<file path="src/rtl/mrk_pkg.sv">
`default_nettype none
package mrk_pkg;

    localparam int LEVELS  = 32;
    localparam int LV_W    = $clog2(LEVELS + 1);
    localparam int ADDR_W  = $clog2(LEVELS);
    localparam int CNT_W   = LEVELS + 1;
    localparam int HASH_W  = 256;
    localparam int COUNT_W = 32;
    localparam int CFG_W   = 32;
    localparam int IDX_W   = 2;
    localparam int IN_TDATA_W  = 256;
    localparam int OUT_TDATA_W = 264;

    typedef logic [7:0][31:0]  state_t;
    typedef logic [15:0][31:0] block_t;

    typedef enum logic [IDX_W-1:0] {
        REG_MUTABLE   = 2'd0,
        REG_FAST      = 2'd1,
        REG_BRANCH_EN = 2'd2,
        REG_BRANCH_POS = 2'd3
    } reg_idx_t;

    typedef enum logic [1:0] {
        PH_FIRST  = 2'd0,
        PH_PAD    = 2'd1,
        PH_OUTER  = 2'd2
    } phase_t;

    typedef enum logic [4:0] {
        ST_IDLE,
        ST_LF_TEST,
        ST_LF_RD,
        ST_BR,
        ST_PAIR,
        ST_H_GO,
        ST_H_WAIT,
        ST_NEXT,
        ST_SW_START,
        ST_SW_FIND,
        ST_SW_LOAD,
        ST_SW_OUT,
        ST_SW_SELF,
        ST_SW_ADV,
        ST_SW_IN,
        ST_ROOT
    } st_t;

    localparam state_t STD_IV = '{
        32'h5be0cd19, 32'h1f83d9ab, 32'h9b05688c, 32'h510e527f,
        32'ha54ff53a, 32'h3c6ef372, 32'hbb67ae85, 32'h6a09e667};

    localparam state_t FIXED_IV = '{
        32'haf5e2506, 32'hef98318f, 32'hdc24a3bc, 32'h0af2f450,
        32'h94f34b9d, 32'h08c8af1c, 32'h5a4bc81c, 32'h1e4e0f95};

    localparam logic [31:0] PAD_HEAD  = 32'h80000000;
    localparam logic [31:0] LEN_PAIR  = 32'h00000200;
    localparam logic [31:0] LEN_HASH  = 32'h00000100;

    localparam logic [31:0] K_TAB [64] = '{
        32'h428a2f98, 32'h71374491, 32'hb5c0fbcf, 32'he9b5dba5,
        32'h3956c25b, 32'h59f111f1, 32'h923f82a4, 32'hab1c5ed5,
        32'hd807aa98, 32'h12835b01, 32'h243185be, 32'h550c7dc3,
        32'h72be5d74, 32'h80deb1fe, 32'h9bdc06a7, 32'hc19bf174,
        32'he49b69c1, 32'hefbe4786, 32'h0fc19dc6, 32'h240ca1cc,
        32'h2de92c6f, 32'h4a7484aa, 32'h5cb0a9dc, 32'h76f988da,
        32'h983e5152, 32'ha831c66d, 32'hb00327c8, 32'hbf597fc7,
        32'hc6e00bf3, 32'hd5a79147, 32'h06ca6351, 32'h14292967,
        32'h27b70a85, 32'h2e1b2138, 32'h4d2c6dfc, 32'h53380d13,
        32'h650a7354, 32'h766a0abb, 32'h81c2c92e, 32'h92722c85,
        32'ha2bfe8a1, 32'ha81a664b, 32'hc24b8b70, 32'hc76c51a3,
        32'hd192e819, 32'hd6990624, 32'hf40e3585, 32'h106aa070,
        32'h19a4c116, 32'h1e376c08, 32'h2748774c, 32'h34b0bcb5,
        32'h391c0cb3, 32'h4ed8aa4a, 32'h5b9cca4f, 32'h682e6ff3,
        32'h748f82ee, 32'h78a5636f, 32'h84c87814, 32'h8cc70208,
        32'h90befffa, 32'ha4506ceb, 32'hbef9a3f7, 32'hc67178f2};

    function automatic logic [31:0] rotr(input logic [31:0] x, input int n);
        return (x >> n) | (x << (32 - n));
    endfunction

    // byte 4j of the hash is the top byte of word j
    function automatic state_t hash_to_words(input logic [HASH_W-1:0] h);
        state_t w;
        for (int j = 0; j < 8; j++) begin
            w[j] = {h[32*j +: 8], h[32*j+8 +: 8], h[32*j+16 +: 8], h[32*j+24 +: 8]};
        end
        return w;
    endfunction

    function automatic logic [HASH_W-1:0] words_to_hash(input state_t w);
        logic [HASH_W-1:0] h;
        for (int j = 0; j < 8; j++) begin
            h[32*j +: 32] = {w[j][7:0], w[j][15:8], w[j][23:16], w[j][31:24]};
        end
        return h;
    endfunction

endpackage
`default_nettype wire

</file>
<file path="src/rtl/mrk_sha_core.sv">
`default_nettype none
module mrk_sha_core (
    input  wire logic             aclk,
    input  wire logic             aresetn,
    input  wire logic             start,
    input  wire mrk_pkg::state_t  iv,
    input  wire mrk_pkg::block_t  blk,
    output logic                  busy,
    output logic                  done,
    output mrk_pkg::state_t       digest
);
    import mrk_pkg::*;

    state_t      v_reg, v_next;
    state_t      iv_reg;
    block_t      win_reg, win_next;
    logic [5:0]  rnd_reg;
    logic        run_reg, fin_reg, done_reg;
    state_t      dig_reg;

    logic [31:0] s1, ch, t1, s0, maj, t2, ws0, ws1;

    always_comb begin
        s1  = rotr(v_reg[4], 6) ^ rotr(v_reg[4], 11) ^ rotr(v_reg[4], 25);
        ch  = (v_reg[4] & v_reg[5]) ^ (~v_reg[4] & v_reg[6]);
        t1  = v_reg[7] + s1 + ch + K_TAB[rnd_reg] + win_reg[0];
        s0  = rotr(v_reg[0], 2) ^ rotr(v_reg[0], 13) ^ rotr(v_reg[0], 22);
        maj = (v_reg[0] & v_reg[1]) ^ (v_reg[0] & v_reg[2]) ^ (v_reg[1] & v_reg[2]);
        t2  = s0 + maj;
        v_next    = {v_reg[6:4], v_reg[3] + t1, v_reg[2:0], t1 + t2};
        ws0 = rotr(win_reg[1], 7) ^ rotr(win_reg[1], 18) ^ (win_reg[1] >> 3);
        ws1 = rotr(win_reg[14], 17) ^ rotr(win_reg[14], 19) ^ (win_reg[14] >> 10);
        win_next = {win_reg[0] + ws0 + win_reg[9] + ws1, win_reg[15:1]};
    end

    always_ff @(posedge aclk) begin
        if (!aresetn) begin
            run_reg  <= 1'b0;
            fin_reg  <= 1'b0;
            done_reg <= 1'b0;
            rnd_reg  <= '0;
        end else begin
            done_reg <= fin_reg;
            fin_reg  <= 1'b0;
            if (start && !run_reg) begin
                run_reg <= 1'b1;
                rnd_reg <= '0;
            end else if (run_reg) begin
                rnd_reg <= rnd_reg + 6'd1;
                if (rnd_reg == 6'd63) begin
                    run_reg <= 1'b0;
                    fin_reg <= 1'b1;
                end
            end
        end
    end

    always_ff @(posedge aclk) begin
        if (start && !run_reg) begin
            v_reg   <= iv;
            iv_reg  <= iv;
            win_reg <= blk;
        end else if (run_reg) begin
            v_reg   <= v_next;
            win_reg <= win_next;
        end
        if (fin_reg) begin
            for (int i = 0; i < 8; i++) begin
                dig_reg[i] <= iv_reg[i] + v_reg[i];
            end
        end
    end

    assign busy   = run_reg || fin_reg;
    assign done   = done_reg;
    assign digest = dig_reg;

endmodule
`default_nettype wire

</file>
<file path="config.mk">
export PLATFORM = sky130hd
export DESIGN_NAME = mrk_sha_core
export DESIGN_NICKNAME = d
export VERILOG_FILES = /design/src/rtl/mrk_pkg.sv /design/src/rtl/mrk_sha_core.sv
export SDC_FILE = /design/constraint.sdc
export NUM_CORES = 2
export LEC_CHECK = 0
export ABC_AREA = 1
export BUFFER_PORTS_ARGS = -buffer_cell sky130_fd_sc_hd__buf_2
export CAP_MARGIN = 20
export CORE_AREA = 2 2 397 399
export CTS_BUF_LIST = sky130_fd_sc_hd__clkbuf_4 sky130_fd_sc_hd__clkbuf_8
export DETAILED_ROUTE_END_ITERATION = 8
export DIE_AREA = 0 0 399 401
export PLACE_DENSITY = 0.82
export REMOVE_ABC_BUFFERS = 1
export SYNTH_ARGS = -nofsm -noshare
export SYNTH_HDL_FRONTEND = slang
export SYNTH_SLANG_ARGS = --single-unit
</file>
<file path="constraint.sdc">
create_clock -name aclk -period 36.6 [get_ports aclk]
set_input_delay 7.32 -clock aclk [delete_from_list [all_inputs] [get_ports aclk]]
set_output_delay 7.32 -clock aclk [all_outputs]
set_load 0.05 [all_outputs]
</file>
==> metrics.md <==
| Metric | Value |
|---|---|
| Hold Path Depth | `2` |
| Core Area | `156000 sq um` |
| Async set-reset flop share out of synthesis | `0%` |
| Port bufs | `1028` |
| Final wirelength | `303 mm` |
| Final worst setup slack | `26.11 ns` |
| Die span in y | `between 400 and 500 um` |
| Slowest cell delay on critical path | `0.86 ns` |
| Cell Area, Placed | `86400 sq um` |
| Most used flip-flop cell after synthesis | `edfxtp_1` |
| Endpoint class of the critical path | `flip-flop` |
| Post-DRT Antenna Nets | `0` |
| CP Class | `primary input to flip-flop` |
| Clock-pin slew on the worst setup and hold paths | `0.06 ns` |
| Sequential-to-total area share from yosys stat | `48.6%` |
| Post-Syn Area per Cell | `9.22 sq um` |
| HPWL after DPL | `~240 mm` |
| CP Data Arrival Time | `11.09 ns` |
| Area growth, synth to finish | `14.4%` |
| First-pass GRT wire length | `430 mm` |
| Setup violations, final | `0` |
| Worst reg2reg setup slack | `between 20 and 30 ns` |
| Commonest non-fill, non-tap cell in the layout | `nand2_1` |
| Sequential Area | `38600 sq um` |
| Nets | `11.0k` |
| TritonCTS clock tree | `yes` |
| Post_cts resized | `0` |
| Critical path cell sequence | `buf_2 > inv_1 > nor2_4 > buf_12 > buf_4 > buf_4 > buf_4 > o21ai_0` |
| Netlist cell types | `72` |
| Core Rows | `about 150` |
| Min-delay src | `win_next[120]` |
| Clock Sinks | `1289` |
| Min Tclk post-route | `10.49 ns` |
| Share of layout cells above drive strength 1 | `15.8%` |
| Skew-Pair Late Insertion Delay | `a little under 1 ns` |
| Slew Viols, Final | `0` |
| First-pass iteration count of the detailed router | `9` |
| Worst path bufs/invs | `6` |
| Fillers | `13.5k` |
| Synth warn | `0` |
| Iter 0 DRT Violations | `8485` |
| Largest cells by area after synthesis | `edfxtp_1, nand2_1, ha_1` |
| Post-CTS Hold Buffers | `0` |
| H-tree lvl count | `4` |
| RSZ-0062 raised after global routing | `false` |
| Critical-path cell with the highest stage delay | `buf_4` |
| Hold slack | `0.472 ns` |
| IO Pins | `1029` |
| Detailed-route vias per instance | `5.69` |
| Outcome | `completed` |
| Critical Path Stages | `8` |
| Endpoint of the worst hold path | `win_next[88]` |
| Initial Utilization | `51.0%` |
| #FFs+latches synth | `1289` |
| Max reg flops | `480` |
| Max_slew headroom | `17.2%` |
| Tot GR Track Use | `36.9%` |
| Period utilization | `~29%` |
| R2R depth | `33` |
| Area of the multi-input gates | `36000 sq um` |
| Chip Width | `399 um` |
| Routed WL per cell | `roughly 25 um` |
| Most used cell, CP | `buf_4` |
| Crit path max fanout | `172` |
| DRC | `0` |
| Clock root cell | `clkbuf_8` |
| Setup tns final | `0 ns` |
| Die area | `160000 sq um` |
| Initial antenna violation count | `103` |
| Remaining Overflow, GRT | `0` |
| Skew final | `0.111 ns` |
| Vias after detailed routing | `roughly 68k` |
| Post-synthesis cell count | `8616` |
| Hold WC Path Type | `flip-flop to flip-flop` |
| Fin area | `90800 sq um` |
| CP Launch Point | `start` |
| Final hold viol count | `0` |
| Place WS | `25.20 ns` |
| Largest net degree at the start of global routing | `239` |
| RR Endpoint | `v_next[52]` |
| RePlAce Congestion | `1.00` |
| Yosys top cell by area | `edfxtp_1` |
| Most frequent cells in the layout | `nand2_1, edfxtp_1, buf_2, inv_1, a21oi_1` |
| Post-synth top area share | `~48%` |
| Max Freq | `between 0.09 and 0.1 GHz` |
| Req. time, crit path | `37.19 ns` |
| Worst setup SP type | `primary input` |
| Reg2reg start | `rnd_reg[1]` |
| EDFF count, synth | `between 1k and 1.5k` |
| CP delay by family, top | `buffers and inverters` |
| Clock Tree Buf Depth | `3` |
| Post-CTS setup buffers | `0` |
| Worst Tran Pin Value | `1.24 ns` |
| Max cap viols | `0` |
| CTS Buf Count | `210` |
| Synthesized cell area | `79400 sq um` |
| Vias in the first global route | `66.0k` |
-- synthesized netlist by cell type (11+ instances only) --
| cell | n |
|---|---|
| nand2_1 | 2811 |
| edfxtp_1 | 1280 |
| inv_1 | 960 |
| a21oi_1 | 431 |
| nor2_1 | 417 |
| o21ai_0 | 406 |
| ha_1 | 395 |
| xor2_1 | 320 |
| xnor2_1 | 254 |
| fa_1 | 197 |
| nand3_1 | 197 |
| clkbuf_1 | 185 |
| o21bai_1 | 76 |
| nor3_1 | 68 |
| buf_2 | 63 |
| a21o_1 | 56 |
| o21ai_1 | 46 |
| a31oi_1 | 40 |
| a221oi_1 | 38 |
| o21ai_2 | 38 |
| a21oi_2 | 33 |
| nand4_1 | 24 |
| a21boi_1 | 21 |
| buf_1 | 20 |
| o211ai_1 | 19 |
| nor4_1 | 17 |
| o21a_1 | 14 |
| or2_2 | 14 |
| a21boi_2 | 13 |
| o311ai_0 | 13 |
| inv_2 | 11 |
| o31ai_1 | 11 |
-- per-layer routing --
metal | wire, um | track usage, % | share of wire (%)
met5 | 379 | 0 | 0.12
met4 | 16700 | 18.7 | 5.5
met3 | 33700 | 9.73 | 11
met2 | 133000 | 55.1 | 44
met1 | 119000 | 49.6 | 39
-- cells by family after synthesis --
family	count (synthesis)	synth area share [%]
buffers and inverters	1244	6.01
AOI/OAI and AO/OA	1315	9.95
DFF	1289	48.6
muxes	2	0.0252
and+or+nand+nor	3598	17.8
xor gates and xnor gates	574	6.33
adders and majority gates	594	11.2
-- worst max-delay path by stage --
stage,to,slack [ns]
global route,v_reg[230],25.86
detailed placement,v_next[193],25.20
finish,v_reg[230],26.11
floorplan,v_next[164],-68.47
CTS,v_reg[230],26.20
global placement,v_next[193],25.34
-- layout make-up --
class | count | share of cell area [%]
clock inverters | 121 | 1.06
flip-flops and latches | 1289 | 42.5
inverters | 973 | 4.03
well taps | 2058 | 2.83
multi-input cells | 6083 | 39.7
repair buffers | 1069 | 6.06
clock buffers | 266 | 3.64
diodes | 68 | 0.187
-- worst register-to-register path: cells and delay by family (launching register included) --
kind	cells	cell delay (ns)
adders and majority gates	6	2.72
AOI/OAI and AO/OA	8	2.19
DFF	1	0.93
xor gates and xnor gates	1	0.55
buffers and inverters	8	1.34
and+or+nand+nor	10	1.36
-- stage by stage --
step,std cells,util (%)
2_1_floorplan,8345,-
3_3_place_gp,11500,55.5
3_5_place_dp,11500,55.5
4_1_cts,11900,58.3
5_1_grt,11900,58.3
6_report,11900,58.4
Power is left out: the tool's default activity adds up to more than one toggle a clock period on the data nets, which glitch-free logic cannot reach.
